`src/rtl/core/bps_mul.sv`:
```
`timescale 1ns / 1ps
`default_nettype none

module bps_mul (
    input  wire logic               i_clk,
    input  wire logic signed [32:0] i_a,
    input  wire logic signed [32:0] i_b,
    output logic signed [63:0]      o_prod
);
    logic signed [65:0] full;
    logic signed [63:0] r_prod;

    assign full = i_a * i_b;

    always_ff @(posedge i_clk) begin
        r_prod <= full[63:0];
    end

    assign o_prod = r_prod;
endmodule

`default_nettype wire

```
`config.mk`:
```
export PLATFORM = sky130hd
export DESIGN_NAME = bps_mul
export DESIGN_NICKNAME = d
export VERILOG_FILES = /design/src/rtl/core/bps_mul.sv
export SDC_FILE = /design/constraint.sdc
export NUM_CORES = 2
export LEC_CHECK = 0
export ABC_AREA = 1
export BUFFER_PORTS_ARGS = -buffer_cell sky130_fd_sc_hd__buf_4
export CAP_MARGIN = 20
export CORE_MARGIN = 4
export CORE_UTILIZATION = 39
export CTS_CLUSTER_SIZE = 14
export DETAILED_ROUTE_END_ITERATION = 6
export SKIP_LAST_GASP = 1
export SYNTH_ARGS = -nofsm -noshare
export SYNTH_HDL_FRONTEND = slang
export SYNTH_SLANG_ARGS = --single-unit
```
`constraint.sdc`:
```
create_clock -name i_clk -period 14.4 [get_ports i_clk]
set_input_delay 4.32 -clock i_clk [delete_from_list [all_inputs] [get_ports i_clk]]
set_output_delay 4.32 -clock i_clk [all_outputs]
set_load 0.02 [all_outputs]
```
==> metrics.md <==
| Metric | Value |
|---|---|
| Status | `finished clean` |
| Largest net degree at the start of global routing | `36` |
| Startpoint Class | `primary input` |
| Antenna-violating nets left | `0` |
| Vias/cell | `4.787` |
| Root Driver | `clkbuf_16` |
| Via count | `31788` |
| Post_cts resized | `0` |
| Global-route wire length before repair | `197900 um` |
| Total gr overflow | `0` |
| Hold_buf cts | `0` |
| Initial core utilization | `39.27%` |
| Warnings from Yosys | `0` |
| Critical path class | `primary input to register` |
| Final Hold Vio Count | `0` |
| CTS sink cnt | `64` |
| RSZ-0062 raised after global routing | `no` |
| Post-CTS setup buffer count | `0` |
| Final period utilization | `80.42%` |
| Synth area leaders | `fa_1 54%, inv_1 16%, nand2_1 13%, ha_1 6.3%, dfxtp_1 3.0%` |
| GRT Total Usage | `22.73%` |
| CTS tree | `done` |
| Num rows | `120` |
| Slowest CP cell | `fa_1` |
| Worst hold path type | `primary input to register` |
| Clk buf depth | `2` |
| Routed wire length | `122300 um` |
| Most frequent cell after synthesis | `inv_1` |
| Pins Over Slew Limit | `0` |
| Antenna violations before repair | `8` |
| Worst EP required | `14.68 ns` |
| Seq cells post-synth | `64` |
| CP max FO | `33` |
| Worst Hold Path EP | `o_prod[0]$_DFF_P_` |
| DIE AREA | `0.1131 sq mm` |
| Crit-path cells | `buf_4 > nand2_1 > inv_1 > fa_1 > fa_1 > fa_1 > buf_4 > inv_1 > fa_1 > inv_1 > fa_1 > fa_1 > fa_1 > inv_1 > fa_1 > inv_1 > ha_1 > nand2_1 > nor2_1 > nand2_1 > nor3_1 > nand3_1 > nand4_1 > nand2_1` |
| Hold Path Cell Cnt | `3` |
| Share of cells above drive strength 1 | `3.859%` |
| Drt pass-1 iters | `6` |
| Normalized max-slew margin | `56.97%` |
| Dpl hpwl | `103700 um` |
| Main synth FF type | `dfxtp_1` |
| Top cell type's share of synthesized area | `53.57%` |
| DRC Markers | `0` |
| Die width | `336.3 um` |
| Iter 0 DRT Violations | `2342` |
| Achievable frequency | `0.08635 GHz` |
| CP max stage delay | `0.87 ns` |
| Synthesized area | `0.04204 sq mm` |
| Cts bufs inserted | `9` |
| Die extent in y | `336.3 um` |
| Period minus WS final | `11.58 ns` |
| Post-route setup TNS | `0 ns` |
| Post-synthesis sequential area ratio | `3.048%` |
| Cell variety after synth | `32` |
| Synth area leader | `fa_1` |
| Core area | `0.1071 sq mm` |
| Finish-stage setup viols | `0` |
| Nets | `6634` |
| RePlAce Congestion | `0.9312` |
| Syn_nets | `6753` |
| Post-synth EDFFs | `0` |
| HP Start | `i_b[0]` |
| Routed length per instance | `18.42 um` |
| Layout Utilization | `41.24%` |
| Commonest cells in the netlist | `1799 x inv_1, 1431 x nand2_1, 1125 x fa_1` |
| Ports | `131` |
| H-Tree Depth | `3` |
| Area grow syn2layout | `5.003%` |
| Ys async rst share | `0%` |
| Max Cap Violations | `0` |
| Syn avg cell area | `7.859 sq um` |
| Clk slew on worst S/H paths | `0.09 ns` |
| Mapped Cells | `5349` |
| Number of global-route vias before repair | `34318` |
| Critical Path AT | `11.86 ns` |
| Top cell by count, worst path | `fa_1` |
| PortBufs | `130` |
| Worst setup EP type | `register` |
| Slew @ Worst Pin | `0.6387 ns` |
| Largest register FFs | `64` |
==> final cells by class <==
type / count / area, sq um
fill: 11012 / 62910
sequential: 64 / 1281
timing repair buffer: 133 / 1018
clock inverter: 6 / 72.57
antenna: 3 / 7.507
inverter: 1800 / 6756
clock buffer: 10 / 239.0
tap: 1403 / 1755
multi-input combinational: 3222 / 33010
==> cell families after synthesis <==
kind of cell    after synthesis  synth area share, %
flops                        64                3.048
compound gates              143                1.863
simple gates               1706                16.03
xor+xnor                     36               0.7500
fa+ha+maj                  1337                59.88
buf+inv                    2063                18.43
==> placed cells by master, fill, tap and decap left out, types with 2 or more instances in the layout <==
cell type     n
inv_1      1799
nand2_1    1431
fa_1       1125
ha_1        212
buf_4       132
nor2_1      129
a21oi_1      75
nand3_1      66
dfxtp_1      64
o21ai_0      35
xor2_1       31
nand4_1      20
o21bai_1     18
nor2_2       17
nand2_2      14
clkbuf_16     9
o21ai_1       7
or2_2         6
nand3_2       6
nor3_1        6
a21o_1        5
xnor2_1       5
nor3_2        4
inv_6         4
diode_2       3
nor2_4        2
nand3b_1      2
==> worst max-delay path: cells and delay by family <==
family | cells | cell delay (ns)
fa+ha+maj | 9 | 4.86
simple gates | 8 | 1.33
buf+inv | 7 | 1.33
==> metal layers <==
layer | GRT usage (%) | vias up | wire, um
li1 | - | 14272 | -
met1 | 32.29 | 16381 | 53240
met2 | 38.39 | 1013 | 59190
met3 | 2.248 | 120 | 7725
met4 | 3.982 | 2 | 2142
met5 | 0 | - | 9
==> worst max-delay path by stage <==
stage / from / endpoint / cells after the start
after floorplan: i_a[32] / o_prod[50]$_DFF_P_ / 26
after global placement: i_b[9] / o_prod[58]$_DFF_P_ / 26
after detailed placement: i_a[32] / o_prod[55]$_DFF_P_ / 24
after CTS: i_a[32] / o_prod[55]$_DFF_P_ / 24
after global routing: i_a[32] / o_prod[53]$_DFF_P_ / 27
final: i_a[32] / o_prod[55]$_DFF_P_ / 24
==> through the flow <==
step                hold slack, ns  setup WS [ns]  std cells  cell area (sq um)
floorplan                    4.584          3.118       5349              42040
global placement             4.734          2.570       6621              43800
detailed placement           4.732          2.468       6621              43800
CTS                          4.344          2.853       6637              44110
global route                 4.368          2.325       6640              44140
finish                       4.366          2.820       6641              44140
Power is not shown: default switching activity piles up to over one toggle a cycle in this logic, so the estimate is an artifact.
