**config.mk**
```make
export PLATFORM = sky130hd
export DESIGN_NAME = bps_divsqrt
export DESIGN_NICKNAME = d
export VERILOG_FILES = /design/src/rtl/core/bps_pkg.sv /design/src/rtl/core/bps_divsqrt.sv
export SDC_FILE = /design/constraint.sdc
export NUM_CORES = 1
export LEC_CHECK = 0
export BUFFER_PORTS_ARGS = -buffer_cell sky130_fd_sc_hd__buf_2
export CAP_MARGIN = 20
export CORE_UTILIZATION = 35
export DETAILED_ROUTE_END_ITERATION = 8
export GPL_ROUTABILITY_DRIVEN = 0
export PLACE_DENSITY = 0.61
export SLEW_MARGIN = 10
export SYNTH_ARGS = -nofsm -noshare
export SYNTH_HDL_FRONTEND = slang
export SYNTH_SLANG_ARGS = --single-unit
```
**constraint.sdc**
```tcl
create_clock -name i_clk -period 7.1 [get_ports i_clk]
set_clock_uncertainty 0.05 [all_clocks]
set_input_delay 0.355 -clock i_clk [delete_from_list [all_inputs] [get_ports i_clk]]
set_output_delay 0.355 -clock i_clk [all_outputs]
set_load 0.01 [all_outputs]
```
**src/rtl/core/bps_pkg.sv**
```systemverilog
`timescale 1ns / 1ps
`default_nettype none

package bps_pkg;

    localparam int FRAC_BITS = 24;
    localparam logic signed [63:0] ONE_Q = 64'sd1 <<< FRAC_BITS;
    localparam logic signed [63:0] EPS_Q = (ONE_Q + 64'sd500000) / 64'sd1000000;
    localparam logic signed [63:0] TENTH_Q = (ONE_Q + 64'sd5) / 64'sd10;

    localparam logic signed [31:0] S32_MAX = 32'sh7FFF_FFFF;
    localparam logic signed [31:0] S32_MIN = 32'sh8000_0000;

    localparam int RADIUS_W = 25;
    localparam int GRAV_W = 25;
    localparam int MASS_W = 29;
    localparam int CFG_ADDR_W = 2;
    localparam int CFG_DATA_W = 25;

    localparam logic [RADIUS_W-1:0] RADIUS_RST = 25'd838861;
    localparam logic GRAV_ON_RST = 1'b1;
    localparam logic [GRAV_W-1:0] GRAV_RST = 25'd33554;

    localparam logic [1:0] CMD_TICK = 2'd0;
    localparam logic [1:0] CMD_COLLIDE = 2'd1;
    localparam logic [1:0] CMD_PLACE = 2'd2;
    localparam logic [1:0] CMD_NOP = 2'd3;

    localparam logic [CFG_ADDR_W-1:0] REG_RADIUS = 2'd0;
    localparam logic [CFG_ADDR_W-1:0] REG_GRAV_ON = 2'd1;
    localparam logic [CFG_ADDR_W-1:0] REG_GRAV = 2'd2;

    localparam logic OP_DIV = 1'b0;
    localparam logic OP_SQRT = 1'b1;
    localparam int DIV_STEPS = 64;
    localparam int SQRT_STEPS = 32;
    localparam int DEN_W = 34;

    typedef logic signed [31:0] t_word;

    typedef struct packed {
        logic start;
        logic op;
        logic [63:0] num;
        logic [DEN_W-1:0] den;
    } t_unit_req;

    typedef struct packed {
        logic done;
        logic [63:0] result;
    } t_unit_rsp;

    function automatic t_word sat32(input logic signed [63:0] v);
        t_word r;
        if (v > 64'(S32_MAX)) r = S32_MAX;
        else if (v < 64'(S32_MIN)) r = S32_MIN;
        else r = v[31:0];
        return r;
    endfunction

    // divide by ONE, truncating toward zero
    function automatic logic signed [63:0] div_one(input logic signed [63:0] v);
        logic signed [63:0] bias;
        bias = v[63] ? (ONE_Q - 64'sd1) : 64'sd0;
        return (v + bias) >>> FRAC_BITS;
    endfunction

endpackage

`default_nettype wire

```
**src/rtl/core/bps_divsqrt.sv**
```systemverilog
`timescale 1ns / 1ps
`default_nettype none

module bps_divsqrt (
    input  wire logic                i_clk,
    input  wire logic                i_rst_n,
    input  wire bps_pkg::t_unit_req  i_req,
    output bps_pkg::t_unit_rsp       o_rsp
);
    import bps_pkg::*;

    logic r_busy;
    logic r_done;
    logic r_op;
    logic [5:0] r_cnt;
    logic [63:0] r_quo;
    logic [35:0] r_rem;
    logic [31:0] r_root;
    logic [DEN_W-1:0] r_den;

    logic [35:0] div_shift, sq_shift, sq_trial;
    logic div_ge, sq_ge;
    logic [63:0] n_quo;
    logic [35:0] n_rem;
    logic [31:0] n_root;

    always_comb begin
        div_shift = {r_rem[34:0], r_quo[63]};
        div_ge = div_shift >= {2'b00, r_den};
        sq_shift = {r_rem[33:0], r_quo[63:62]};
        sq_trial = {2'b00, r_root, 2'b01};
        sq_ge = sq_shift >= sq_trial;
        n_root = r_root;
        if (r_op == OP_DIV) begin
            n_rem = div_ge ? (div_shift - {2'b00, r_den}) : div_shift;
            n_quo = {r_quo[62:0], div_ge};
        end else begin
            n_rem = sq_ge ? (sq_shift - sq_trial) : sq_shift;
            n_quo = {r_quo[61:0], 2'b00};
            n_root = {r_root[30:0], sq_ge};
        end
    end

    always_ff @(posedge i_clk) begin
        if (!i_rst_n) begin
            r_busy <= 1'b0;
            r_done <= 1'b0;
        end else begin
            r_done <= r_busy && !i_req.start && (r_cnt == 6'd0);
            if (i_req.start) begin
                r_busy <= 1'b1;
                r_op <= i_req.op;
                r_quo <= i_req.num;
                r_rem <= '0;
                r_root <= '0;
                r_den <= i_req.den;
                r_cnt <= (i_req.op == OP_DIV) ? 6'(DIV_STEPS - 1) : 6'(SQRT_STEPS - 1);
            end else if (r_busy) begin
                r_quo <= n_quo;
                r_rem <= n_rem;
                r_root <= n_root;
                r_cnt <= r_cnt - 6'd1;
                if (r_cnt == 6'd0) begin
                    r_busy <= 1'b0;
                end
            end
        end
    end

    assign o_rsp.done = r_done;
    assign o_rsp.result = (r_op == OP_DIV) ? r_quo : {32'b0, r_root};
endmodule

`default_nettype wire

```
==> metrics <==
Synth top area share 0.4176; fillers around 3500; synth top area cells edfxtp_1 42%, ha_1 7.1%, nand2_1 4.8%; buffers and inverters on the worst path 2; Initial Util 0.3571; number of flops mapped to enable cells by yosys 172; RSZ-0062 raised after global routing no; P per Cell Area roughly 240 mW/mm²; DRC errors left 0; slowest CP cell edfxtp_1; Max IR drop VDD roughly 0.00017 V; PostCTS Resize Cnt 0; CTS Sinks 174; FF/Latch Area between 0.005 and 0.006 mm²; synth unique cells 74; worst path arrival time 3.91 ns; layout cells sized above 1 0.1771; final period utilization 0.5198; postcts setup bufs 0; Mapped Cells between 1000 and 1500; DRT antenna net count 0; Final Critical Period between 3 and 4 ns; post-DR vias/cell roughly 5.3; Die X-Extent roughly 190 µm; number of CTS-inserted buffers 17; Worst Hold Class in -> reg; Critical Path, Cell by Cell inv_1, ha_1, fa_1, nand2b_1, a21oi_1, o21a_1, o21a_1, or2_4, a21oi_4, a22oi_2, buf_4, nor3_1, a211o_1, a311oi_1; GRT Total Usage 0.1764; sequential-to-total area share from yosys stat 0.4209; Clock Latency Late Sink around 0.44 ns; delay-heaviest family, CP compound AO/OA/AOI/OAI gates; maxcap violations 0; antenna violations before repair 0; setup TNS 0 ns; Crit Path Max Fanout 34; Final Max Tran Viols 0; hold buffers post-CTS 0; CTS Buffer Depth 2; First-pass DRT Iterations 5; ys flop type edfxtp_1; Nets between 1500 and 2000; Synthesized Nets approximately 1500; status finished clean; Max Clk Rate between 0.2 and 0.3 GHz; First DRT Iteration DRCs 657; Buffers on Ports approximately 170; GRT overflow 0; number of hold violations in the final report 0; CP endpoint kind register; Area Growth Syn to Fin 14.29%; Critical Path RT around 7.3 ns; H-Tree Depth 4; clk root buf clkbuf_16; Mapped Area between 0.01 and 0.015 mm²; Critical Path Max Stage Delay 0.41 ns; CTS tree built; Ant. Diodes 0; IO Pins 167; DIE HEIGHT 190.0 µm; Yosys top cell by area edfxtp_1; vias in the first global route around 9400; overall power 3395 µW; synthesized area per cell between 9 and 10 µm²; FF+latch count, synth ~170; startpoint types register; row cnt approximately 70; kind of critical path reg -> reg; static leakage approximately 0.006 µW; final setup fails 0; drt wl/cell roughly 17 µm; pin count of the biggest net entering global routing roughly 130; Multi-input gate area approximately 0.0065 mm²; Worst Tran Pin Value ~1.1 ns; Max transition margin 0.2779; yosys warns 0; total wire length ~32000 µm; first-pass GRT wire length between 50000 and 60000 µm; DR vias between 10000 and 15000; HPWL Detailed ~24000 µm; die area 0.03609 mm²; Worst-path clk slew around 0.070 ns; core area between 0.03 and 0.04 mm²; CP most frequent cell o21a_1; asr flop ratio synth 0
==> state kept, by name (all words and copies together) (netlist names) <==
signal,cells
r_den,34
r_rem,35
r_done,1
r_cnt,6
r_root,32
r_quo,64
r_busy,1
r_op,1
==> synth_stat cells (4+ instances only) <==
cell        n
o22ai_1     7
nand3_1    22
nand4_1    19
mux2_2     31
a211oi_1   17
inv_1      90
buf_1       4
nand2_1   157
or3_1       6
o21bai_1    4
nor2b_1    37
xnor2_1    41
nor3_1     18
clkbuf_1   54
o211ai_1    9
nand2b_1   10
o21ai_0   114
o31ai_1     6
buf_2      15
and3_1     18
mux2i_1    51
a21o_1     42
o21ai_1     5
xor2_1     20
edfxtp_1  172
o21a_1     13
nor2_1     83
ha_1       70
a31oi_1    11
a211oi_2    5
nor4_1      4
a311oi_1    5
a21oi_1   101
==> layout make-up <==
type                            instances  share of cell area
Clock buffer                           23             0.03453
Clock inverter                          9            0.009384
Multi-Input combinational cell        979              0.4582
Inverter                               90             0.02390
Sequential cell                       174              0.3683
Timing Repair Buffer                  176             0.06542
Tap cell                              455             0.04028
==> report_power, final <==
| group | total (µW) | switching [µW] | internal [µW] | leakage [µW] |
|---|---|---|---|---|
| Combinational | 1070 | 628 | 442 | 0.00413 |
| Sequential | 1320 | 78.6 | 1240 | 0.00167 |
| Clock | 1010 | 413 | 593 | 0.000300 |
| Total | 3390 | 1120 | 2280 | 0.00609 |
==> placed cells by master, fill, tap and decap left out, types with 4 or more instances in the layout <==
cell / netlist / routed
mux2_2: 31 / 31
nand4_1: 19 / 19
and3_1: 18 / 18
nor4_1: 4 / 4
o31ai_1: 6 / 6
nand2_1: 157 / 157
nor2b_1: 37 / 37
a211oi_2: 5 / 5
o21ai_1: 5 / 4
a311oi_1: 5 / 5
o21ai_0: 114 / 114
a21o_1: 42 / 42
xor2_1: 20 / 20
mux2i_1: 51 / 51
a211oi_1: 17 / 17
or3_1: 6 / 6
nand2b_1: 10 / 10
clkbuf_16: 0 / 17
buf_4: 3 / 9
buf_2: 15 / 165
edfxtp_1: 172 / 172
o211ai_1: 9 / 9
ha_1: 70 / 70
xnor2_1: 41 / 41
a21oi_1: 101 / 101
o21a_1: 13 / 12
a31oi_1: 11 / 11
inv_1: 90 / 90
clkbuf_8: 0 / 4
nor3_1: 18 / 18
o21bai_1: 4 / 4
o22ai_1: 7 / 7
nor2_1: 83 / 83
nand3_1: 22 / 22
==> cell families (layout without fill, tap and decap cells) <==
| group | Yosys count | in the layout | synth area share |
|---|---|---|---|
| AO/OA/AOI/OAI | 378 | 378 | 0.1925 |
| XOR/XNOR | 61 | 61 | 0.04320 |
| adder cells (fa/ha/maj) | 71 | 71 | 0.07244 |
| buffers and inverters | 170 | 298 | 0.05696 |
| flip-flops | 174 | 174 | 0.4209 |
| multiplexers | 82 | 82 | 0.06951 |
| AND/OR/NAND/NOR | 387 | 387 | 0.1445 |
==> stage by stage <==
stage               std cells  worst slack (ns)  instance area, µm²  hold slack, ns    util
finish                   1906             3.409               14130         0.04128  0.4082
global route             1906             3.088               14130         0.01957  0.4082
CTS                      1906             3.405               14130         0.01973  0.4082
detailed placement       1874             3.429               13510          0.4252  0.3902
global placement         1874             3.438               13510          0.4165  0.3902
floorplan                1323             2.575               12370          0.3846       -
==> path summary, 6_finish.rpt <==
check / start / to / slack [ns] / depth (start not counted)
max: r_quo[63] / r_rem[33] / 3.41 / 14
min: i_req[3] / r_den[3] / 0.04 / 1
max reg2reg: r_quo[63] / r_rem[33] / 3.41 / 14
min reg2reg: r_busy / r_done / 0.43 / 2
==> metal layers <==
metal	global-route usage	vias up	wire length, µm
met1	0.2662	4724	16160
met5	0	-	0
met3	0.02546	40	1771
met4	0.06917	0	898
li1	-	5024	-
met2	0.2499	304	13080
Note: power is estimated with default switching activity, not from simulation.
